<file path="config.mk">
export PLATFORM = sky130hd
export DESIGN_NAME = zigzag_quantize_run_level
export DESIGN_NICKNAME = d
export VERILOG_FILES = /design/src/rtl/core/zqrl_pkg.sv /design/src/rtl/core/zigzag_quantize_run_level.sv /design/src/rtl/core/zqrl_div.sv
export SDC_FILE = /design/constraint.sdc
export NUM_CORES = 2
export LEC_CHECK = 0
export BUFFER_PORTS_ARGS = -buffer_cell sky130_fd_sc_hd__buf_2
export CORE_MARGIN = 2
export CORE_UTILIZATION = 55
export CTS_CLUSTER_DIAMETER = 60
export DETAILED_ROUTE_END_ITERATION = 12
export PLACE_DENSITY = 0.76
export SETUP_SLACK_MARGIN = 0.3
export SLEW_MARGIN = 25
export SYNTH_ARGS = -nofsm -noshare
export SYNTH_HDL_FRONTEND = slang
export SYNTH_HIERARCHICAL = 1
export SYNTH_SLANG_ARGS = --single-unit
</file>
<file path="constraint.sdc">
create_clock -name clk -period 18.2 [get_ports clk]
set_input_delay 0 -clock clk [delete_from_list [all_inputs] [get_ports clk]]
set_output_delay 0 -clock clk [all_outputs]
set_load 0.01 [all_outputs]
</file>
<file path="src/rtl/core/zqrl_pkg.sv">
// Shared types and constants for the zigzag quantizer and run-level coder.
// Holds the zigzag scan table, result kind codes and the divider request type.
// No dependencies.
package zqrl_pkg;

  localparam int DIV_W         = 16;
  localparam int DIV_STEP_BITS = 4;
  localparam int DIV_CYCLES    = DIV_W / DIV_STEP_BITS;
  localparam int DSR_W         = 6;
  localparam int REM_W         = DSR_W + 1;

  localparam logic [1:0] KIND_DC    = 2'd0;
  localparam logic [1:0] KIND_SYM   = 2'd1;
  localparam logic [1:0] KIND_EMPTY = 2'd2;

  localparam logic [DSR_W-1:0] DC_DIVISOR = 6'd8;
  localparam logic [6:0] AC_MAX  = 7'd127;
  localparam logic [7:0] DC_MAX  = 8'd254;
  localparam logic [7:0] DC_MID  = 8'd128;
  localparam logic [7:0] DC_ESC  = 8'd255;

  // Raster index of each zigzag scan position.
  localparam logic [5:0] ZZ_RASTER [64] = '{
    6'd0,  6'd1,  6'd8,  6'd16, 6'd9,  6'd2,  6'd3,  6'd10,
    6'd17, 6'd24, 6'd32, 6'd25, 6'd18, 6'd11, 6'd4,  6'd5,
    6'd12, 6'd19, 6'd26, 6'd33, 6'd40, 6'd48, 6'd41, 6'd34,
    6'd27, 6'd20, 6'd13, 6'd6,  6'd7,  6'd14, 6'd21, 6'd28,
    6'd35, 6'd42, 6'd49, 6'd56, 6'd57, 6'd50, 6'd43, 6'd36,
    6'd29, 6'd22, 6'd15, 6'd23, 6'd30, 6'd37, 6'd44, 6'd51,
    6'd58, 6'd59, 6'd52, 6'd45, 6'd38, 6'd31, 6'd39, 6'd46,
    6'd53, 6'd60, 6'd61, 6'd54, 6'd47, 6'd55, 6'd62, 6'd63
  };

  typedef struct packed {
    logic             start;
    logic [DIV_W-1:0] dividend;
    logic [DSR_W-1:0] divisor;
  } div_req_t;

endpackage

</file>
<file path="src/rtl/core/zigzag_quantize_run_level.sv">
// Top level of the zigzag quantizer and run-level coder for 8x8 blocks.
// Depends on zqrl_pkg and zqrl_div.
//
//   port group | direction | contents
//   in_        | slave     | tdata: coefficient; tuser: intra_block
//   out_       | master    | tdata: level, run, sign, last_coefficient, nonzero_count;
//              |           | tuser: kind; tlast: last_of_run
//   cfg_       | write     | data: quantizer
//
// A block loads 64 input words, one per cycle.
// Each coefficient then goes through a store read, a divider load, the divider
// iterations at four bits each, then write-back; one shared divider serves them all.
// The scan reads each coefficient and then checks it, and waits on any output stall.
// Reset clears control state; quantizer resets to 8. Input is ready only while loading.
module zigzag_quantize_run_level #(
  parameter int COEF_WIDTH = 16
) (
  input  logic                                clk,
  input  logic                                rst_n,
  input  logic                                in_tvalid,
  output logic                                in_tready,
  input  logic [((COEF_WIDTH+7)/8)*8-1:0]     in_tdata,  // coefficient
  input  logic [0:0]                          in_tuser,  // intra_block
  output logic                                out_tvalid,
  input  logic                                out_tready,
  // level, run, sign, last_coefficient, nonzero_count, zero pad
  output logic [23:0]                         out_tdata,
  output logic [1:0]                          out_tuser, // kind
  output logic                                out_tlast,
  input  logic                                cfg_valid,
  output logic                                cfg_ready,
  input  logic [4:0]                          cfg_data
);

  localparam logic [2:0] ST_LOAD = 3'd0;
  localparam logic [2:0] ST_RD   = 3'd1;
  localparam logic [2:0] ST_DIV  = 3'd2;
  localparam logic [2:0] ST_WAIT = 3'd3;
  localparam logic [2:0] ST_HEAD = 3'd4;
  localparam logic [2:0] ST_SRD  = 3'd5;
  localparam logic [2:0] ST_SCHK = 3'd6;

  logic [2:0]  state_r;
  logic [5:0]  ld_cnt_r, k_r, run_r;
  logic [6:0]  count_r, seen_r;
  logic        intra_r, neg_r;
  logic [4:0]  quant_r;
  logic [7:0]  dc_r;
  logic        out_valid_r, out_last_r, out_lastc_r, out_sign_r;
  logic [1:0]  out_kind_r;
  logic [7:0]  out_level_r;
  logic [5:0]  out_run_r;
  logic [6:0]  out_count_r;

  logic signed [COEF_WIDTH-1:0] store_mem [64];
  logic signed [COEF_WIDTH-1:0] store_rd_r;
  logic [7:0]  q_mem [64];
  logic [7:0]  q_rd_r;

  logic                          in_acc, out_free, out_load, is_dc, div_done, fin;
  logic [COEF_WIDTH-1:0]         coef, mag;
  logic [zqrl_pkg::DIV_W-1:0]    div_quo;
  logic [zqrl_pkg::DSR_W-1:0]    ac_div;
  logic [6:0]                    ac_mag;
  logic [7:0]                    qval, dc_clip, dc_val;
  zqrl_pkg::div_req_t            div_req;

  assign in_tready = (state_r == ST_LOAD);
  assign in_acc    = in_tvalid && in_tready;
  assign cfg_ready = 1'b1;
  assign coef      = in_tdata[COEF_WIDTH-1:0];
  assign out_free  = !out_valid_r || out_tready;
  assign out_load  = out_free &&
                     ((state_r == ST_HEAD && (intra_r || count_r == '0)) ||
                      (state_r == ST_SCHK && q_rd_r[6:0] != '0));
  assign is_dc     = intra_r && (k_r == '0);
  assign fin       = (seen_r + 7'd1) == count_r;

  assign mag    = store_rd_r[COEF_WIDTH-1] ? (~store_rd_r + 1'b1) : store_rd_r;
  assign ac_div = (quant_r == '0) ? 6'd2 : {quant_r, 1'b0};

  assign div_req.start    = (state_r == ST_DIV);
  assign div_req.dividend = zqrl_pkg::DIV_W'(mag);
  assign div_req.divisor  = is_dc ? zqrl_pkg::DC_DIVISOR : ac_div;

  zqrl_div u_div (
    .clk      (clk),
    .rst_n    (rst_n),
    .req      (div_req),
    .done     (div_done),
    .quotient (div_quo)
  );

  always_comb begin
    ac_mag = (div_quo > zqrl_pkg::DIV_W'(zqrl_pkg::AC_MAX)) ? zqrl_pkg::AC_MAX
                                                             : div_quo[6:0];
    qval   = {neg_r && (ac_mag != '0), ac_mag};
    if (neg_r || div_quo == '0) begin
      dc_clip = 8'd1;
    end else if (div_quo > zqrl_pkg::DIV_W'(zqrl_pkg::DC_MAX)) begin
      dc_clip = zqrl_pkg::DC_MAX;
    end else begin
      dc_clip = div_quo[7:0];
    end
    dc_val = (dc_clip == zqrl_pkg::DC_MID) ? zqrl_pkg::DC_ESC : dc_clip;
  end

  always_ff @(posedge clk) begin
    if (in_acc) begin
      store_mem[ld_cnt_r] <= $signed(coef);
    end
    store_rd_r <= store_mem[zqrl_pkg::ZZ_RASTER[k_r]];
    if (state_r == ST_WAIT && div_done) begin
      q_mem[k_r] <= qval;
    end
    q_rd_r <= q_mem[k_r];
  end

  always_ff @(posedge clk) begin
    if (state_r == ST_DIV) begin
      neg_r <= store_rd_r[COEF_WIDTH-1];
    end
  end

  always_ff @(posedge clk) begin
    if (!rst_n) begin
      state_r     <= ST_LOAD;
      ld_cnt_r    <= '0;
      k_r         <= '0;
      run_r       <= '0;
      count_r     <= '0;
      seen_r      <= '0;
      intra_r     <= 1'b0;
      quant_r     <= 5'd8;
      dc_r        <= '0;
      out_valid_r <= 1'b0;
    end else begin
      if (cfg_valid && cfg_ready) begin
        quant_r <= cfg_data;
      end
      if (out_load) begin
        out_valid_r <= 1'b1;
      end else if (out_tready) begin
        out_valid_r <= 1'b0;
      end
      unique case (state_r)
        ST_LOAD: begin
          if (in_acc) begin
            if (ld_cnt_r == '0) begin
              intra_r <= in_tuser[0];
            end
            ld_cnt_r <= ld_cnt_r + 6'd1;
            if (ld_cnt_r == 6'd63) begin
              state_r <= ST_RD;
              k_r     <= '0;
              count_r <= '0;
            end
          end
        end
        ST_RD:   state_r <= ST_DIV;
        ST_DIV:  state_r <= ST_WAIT;
        ST_WAIT: begin
          if (div_done) begin
            if (is_dc) begin
              dc_r <= dc_val;
            end else if (ac_mag != '0) begin
              count_r <= count_r + 7'd1;
            end
            k_r     <= k_r + 6'd1;
            state_r <= (k_r == 6'd63) ? ST_HEAD : ST_RD;
          end
        end
        ST_HEAD: begin
          run_r  <= '0;
          seen_r <= '0;
          if (out_free) begin
            if (intra_r) begin
              out_kind_r  <= zqrl_pkg::KIND_DC;
              out_level_r <= dc_r;
              out_run_r   <= '0;
              out_sign_r  <= 1'b0;
              out_lastc_r <= 1'b0;
              out_count_r <= count_r;
              out_last_r  <= (count_r == '0);
              k_r         <= 6'd1;
              state_r     <= (count_r == '0) ? ST_LOAD : ST_SRD;
            end else if (count_r == '0) begin
              out_kind_r  <= zqrl_pkg::KIND_EMPTY;
              out_level_r <= '0;
              out_run_r   <= '0;
              out_sign_r  <= 1'b0;
              out_lastc_r <= 1'b0;
              out_count_r <= '0;
              out_last_r  <= 1'b1;
              state_r     <= ST_LOAD;
            end else begin
              k_r     <= '0;
              state_r <= ST_SRD;
            end
          end
        end
        ST_SRD:  state_r <= ST_SCHK;
        ST_SCHK: begin
          if (q_rd_r[6:0] == '0) begin
            run_r   <= run_r + 6'd1;
            k_r     <= k_r + 6'd1;
            state_r <= (k_r == 6'd63) ? ST_LOAD : ST_SRD;
          end else if (out_free) begin
            out_kind_r  <= zqrl_pkg::KIND_SYM;
            out_level_r <= {1'b0, q_rd_r[6:0]};
            out_run_r   <= run_r;
            out_sign_r  <= q_rd_r[7];
            out_lastc_r <= fin;
            out_count_r <= count_r;
            out_last_r  <= fin;
            seen_r      <= seen_r + 7'd1;
            run_r       <= '0;
            k_r         <= k_r + 6'd1;
            state_r     <= (fin || k_r == 6'd63) ? ST_LOAD : ST_SRD;
          end
        end
        default: state_r <= ST_LOAD;
      endcase
    end
  end

  assign out_tvalid = out_valid_r;
  assign out_tuser  = out_kind_r;
  assign out_tlast  = out_last_r;
  assign out_tdata  = {1'b0, out_count_r, out_lastc_r, out_sign_r, out_run_r, out_level_r};

  a_div_in_wait: assert property (@(posedge clk) disable iff (!rst_n)
    div_done |-> state_r == ST_WAIT)
    else $error("divider finished outside its wait state");

  a_seen_bound: assert property (@(posedge clk) disable iff (!rst_n)
    state_r == ST_SCHK |-> seen_r < count_r)
    else $error("more symbols scanned than nonzero coefficients");

  a_empty_last: assert property (@(posedge clk) disable iff (!rst_n)
    out_tvalid && out_tuser == zqrl_pkg::KIND_EMPTY |-> out_tlast)
    else $error("empty block word without end of block");

endmodule

</file>
<file path="src/rtl/core/zqrl_div.sv">
// Iterative unsigned divider, four quotient bits per cycle.
// Depends on zqrl_pkg for widths and the request type.
module zqrl_div (
  input  logic                    clk,
  input  logic                    rst_n,
  input  zqrl_pkg::div_req_t      req,
  output logic                    done,
  output logic [zqrl_pkg::DIV_W-1:0] quotient
);

  logic [zqrl_pkg::DIV_W-1:0] acc_r, quo_r, acc_nxt, quo_nxt;
  logic [zqrl_pkg::REM_W-1:0] rem_r, rem_nxt;
  logic [zqrl_pkg::DSR_W-1:0] dsr_r;
  logic [2:0]                 cnt_r;
  logic                       busy_r, done_r;

  always_comb begin
    logic [zqrl_pkg::REM_W-1:0] r;
    logic [zqrl_pkg::DIV_W-1:0] a, q;
    r = rem_r;
    a = acc_r;
    q = quo_r;
    for (int i = 0; i < zqrl_pkg::DIV_STEP_BITS; i++) begin
      r = {r[zqrl_pkg::REM_W-2:0], a[zqrl_pkg::DIV_W-1]};
      a = {a[zqrl_pkg::DIV_W-2:0], 1'b0};
      if (r >= {1'b0, dsr_r}) begin
        r = r - {1'b0, dsr_r};
        q = {q[zqrl_pkg::DIV_W-2:0], 1'b1};
      end else begin
        q = {q[zqrl_pkg::DIV_W-2:0], 1'b0};
      end
    end
    rem_nxt = r;
    acc_nxt = a;
    quo_nxt = q;
  end

  always_ff @(posedge clk) begin
    if (!rst_n) begin
      busy_r <= 1'b0;
      done_r <= 1'b0;
      cnt_r  <= '0;
    end else begin
      done_r <= 1'b0;
      if (req.start) begin
        busy_r <= 1'b1;
        cnt_r  <= 3'(zqrl_pkg::DIV_CYCLES - 1);
      end else if (busy_r) begin
        if (cnt_r == '0) begin
          busy_r <= 1'b0;
          done_r <= 1'b1;
        end
        cnt_r <= cnt_r - 3'd1;
      end
    end
  end

  always_ff @(posedge clk) begin
    if (req.start) begin
      acc_r <= req.dividend;
      dsr_r <= req.divisor;
      rem_r <= '0;
      quo_r <= '0;
    end else if (busy_r) begin
      acc_r <= acc_nxt;
      rem_r <= rem_nxt;
      quo_r <= quo_nxt;
    end
  end

  assign done     = done_r;
  assign quotient = quo_r;

endmodule

</file>
==> impl_metrics.yaml <==
floorplan:
  fp.dieArea_mm2: 0.1278
  die_w_um: 357.5
  start_util: 0.5552
  io_pins: 57
  row_count: 129
  die_y_um: 357.5
  core-area_mm2: 0.1238
clock_tree:
  htree_levels: 4
  cts_tree: "yes"
  clock_path_buffers: 3
  cts-root-buf: "clkbuf_16"
  clkLatencyLatePin_ns: 0.80
  cts_buffers: 165
  clkSinkCount: 1686
  hold_buffers: 38
  post_cts_resized: 0
  post_cts_buffers: 0
  path_clk_slew_ns: 0.06
synth:
  synth_area_leaders: "edfxtp_1 (69%), nand2_1 (4.6%), mux4_2 (4.1%), mux2i_1 (3.2%), dfxtp_1 (2.9%)"
  synthCells: 4723
  ys.flop_type: "edfxtp_1"
  yosys.area.top_type: "edfxtp_1"
  synth_edf_count: 1585
  synth_top_cell_area_share: 0.6925
  yosysSeqAreaShare: 0.7219
  yosys_warnings: 6
  syn_avg_cell_area_um2: 14.55
  synthTopCellsByCount: "edfxtp_1 (1585), nand2_1 (844), nor2_1 (271), nand3_1 (243), a21oi_1 (242)"
  syn-cell-area_mm2: 0.06873
  ys_ff_latch: 1686
  synthArstFlopShare: 0
  synth_most_common_cell: "edfxtp_1"
  yosysUniqueCellTypes: 92
setup_path:
  arrival_ns: 9.14
  startpoint_type: "register"
  crit_required_ns: 18.91
  slowest_delay_ns: 0.53
  cp_slowest_cell: "nor4_1"
  r2r_slack_ns: 9.77
  critPathBufInv: 2
  setup.worst_path.end_class: "register"
  crit_path_max_fanout: 11
  path_delay_family: "compound AO/OA/AOI/OAI gates"
  cpMostUsedCell: "ha_1"
  path_class: "reg -> reg"
sta:
  finalHoldViolCount: 0
  max_freq_mhz: 118.6
  period_needed_ns: 8.433
  worstMarginPinSlew_ns: 1.058
  slew_violations: 0
  post-route-period-util: 0.4633
  holdWs_ns: 0.1353
  rsz0062_at_grt: "false"
  setup_viol: 0
  slew_headroom: 0.2897
  fin_worst_skew_ns: 0.03054
  finalSetupTns_ns: 0
power:
  p_leak_nw: 26.13
  p_clk_frac: 0.297
  internal-power_mw: 7.607
  ir_drop_mv: 0.3509
  power.switching_mw: 3.235
  switching_share: 0.2983
  p_per_area_mw_per_mm2: 142.1
  seqPwrFrac: 0.482
  pwr-share-comb: 0.222
place:
  io_buffers: 54
  hpwlAfterDp_um: 94600
  place.gp.congestion: 0.8766
global_route:
  grt_pass1_wl_um: 250900
  grt_antenna_before_repair: 3
  grt_util_all_layers: 0.2619
  grt_pass1_vias: 39970
  grt_max_degree: 193
  grt-ovfl-total: 0
cells_and_area:
  syn2layout_area_growth_pct: 11.01
  drive_gt1_frac: 0.1227
  fill_cells: 8686
  final_nets: 4894
  multi_input_area_mm2: 0.01772
  seqCellArea_mm2: 0.04963
hold_path:
  hold_class: "in -> reg"
detailed_routing:
  drc: 0
  routed_via_density: 6.301
  drt-wirelength-per-cell_um: 25.46
  drtIter0Drc: 5916
  routed_wl_um: 167700
  routed-via-count: 41510
  ant_nets: 0
  first_pass_iters: 6
flow_run:
  cap_violations: 0
status:
  outcome: "finished, final reports clean"
==> logic make-up after synthesis <==
logic type | after synthesis | share of synthesized area
multiplexers | 365 | 0.07635
AND/OR/NAND/NOR | 1570 | 0.09836
AO/OA/AOI/OAI | 653 | 0.06433
other | 2 | 0.0001093
adder cells (fa/ha/maj) | 55 | 0.01045
buffers and inverters | 345 | 0.02252
XOR/XNOR | 47 | 0.005989
flip-flops | 1686 | 0.7219
==> final cells by class <==
class	count	area share
antenna	1	0.00003280
clock buffer	220	0.05927
clock inverter	84	0.007265
inverter	50	0.002476
multi-input combinational	2693	0.2322
sequential	1686	0.6504
tap	1637	0.02685
timing repair buffer	216	0.02145
==> sequential cells by signal, summed over array words and instances (netlist names), 2 cells and up <==
| register | flops |
|---|---|
| count_r | 7 |
| dc_r | 8 |
| k_r | 6 |
| ld_cnt_r | 6 |
| out_count_r | 7 |
| out_level_r | 8 |
| out_run_r | 6 |
| out_tuser | 2 |
| q_mem | 512 |
| q_rd_r | 8 |
| quant_r | 5 |
| run_r | 6 |
| seen_r | 7 |
| state_r | 3 |
| store_mem | 1024 |
| store_rd_r | 16 |
| u_div/acc_r | 16 |
| u_div/cnt_r | 3 |
| u_div/dsr_r | 6 |
| u_div/quotient | 16 |
| u_div/rem_r | 6 |
==> per-layer routing <==
metal / part of all wire / global-route usage / wire length (um)
met3: 0.092 / 0.04524 / 15430
met4: 0.031 / 0.08975 / 5268
met1: 0.39 / 0.3671 / 65850
met5: 0.000078 / 0 / 13
met2: 0.48 / 0.4197 / 81130
==> through the flow <==
| step | area (um^2) | total power, mW | util | cells | worst slack, ns |
|---|---|---|---|---|---|
| 6_report | 76300 | 10.84 | 0.6163 | 6587 | 9.767 |
| 5_1_grt | 76290 | 11.26 | 0.6163 | 6586 | 9.143 |
| 4_1_cts | 76250 | 10.88 | 0.6159 | 6585 | 9.783 |
| 3_5_place_dp | 70790 | 7.687 | 0.5718 | 6243 | 9.787 |
| 3_3_place_gp | 70750 | 7.614 | 0.5715 | 6242 | 9.826 |
| 2_1_floorplan | 68740 | 6.827 | - | 4724 | 11.07 |
==> worst min-delay path, delay by kind of cell <==
kind / cells / cell delay, ns
AND/OR/NAND/NOR: 1 / 0.08
multiplexers: 1 / 0.09
buffers and inverters: 2 / 0.73
==> cell usage in the layout, fill, tap and decap left out, drive strengths merged, types with 9 or more instances in the layout <==
master       synthesis  layout
a211oi              23      23
a21oi              243     243
a22o                46      46
a22oi               22      22
a311oi              30      30
a31oi               55      55
a32o                15      15
a32oi               31      31
and3                52      52
buf                177     178
clkbuf             118     220
clkinv               1      71
dfxtp              101     101
dlygate4sd3          0      38
edfxtp            1585    1585
ha                  51      51
inv                 49      56
mux2                21      21
mux2i              219     219
mux4               125     125
nand2              844     844
nand2b              11      11
nand3              243     243
nand3b               9       9
nor2               272     272
nor2b               22      22
nor3                35      35
nor4                25      25
o211ai              10      10
o21ai               45      45
o221ai               9       9
o22ai               43      43
o311a               15      15
or3                 19      19
xnor2               26      26
xor2                21      21
==> path summary, 6_finish.rpt <==
check,start,end,depth (start not counted)
worst min register to register,run_r[5]$_SDFFE_PN0P_,run_r[5]$_SDFFE_PN0P_,1
worst max-delay path,u_div/dsr_r[4]$_DFFE_PP_,u_div/rem_r[0]$_SDFFE_PP0P_,31
worst max register to register,u_div/dsr_r[4]$_DFFE_PP_,u_div/rem_r[0]$_SDFFE_PP0P_,31
worst min-delay path,cfg_valid,quant_r[4]$_SDFFE_PN0P_,4
==> power by group through the flow <==
| stage | registers [mW] | clock network [mW] | logic [mW] |
|---|---|---|---|
| after detailed placement | 5.30 | 0 | 2.39 |
| after floorplan | 5.27 | 0 | 1.55 |
| final | 5.22 | 3.22 | 2.40 |
| after CTS | 5.22 | 3.25 | 2.41 |
| after global placement | 5.30 | 0 | 2.31 |
| after global routing | 5.23 | 3.39 | 2.64 |
Note: power is estimated with default switching activity, not from simulation.
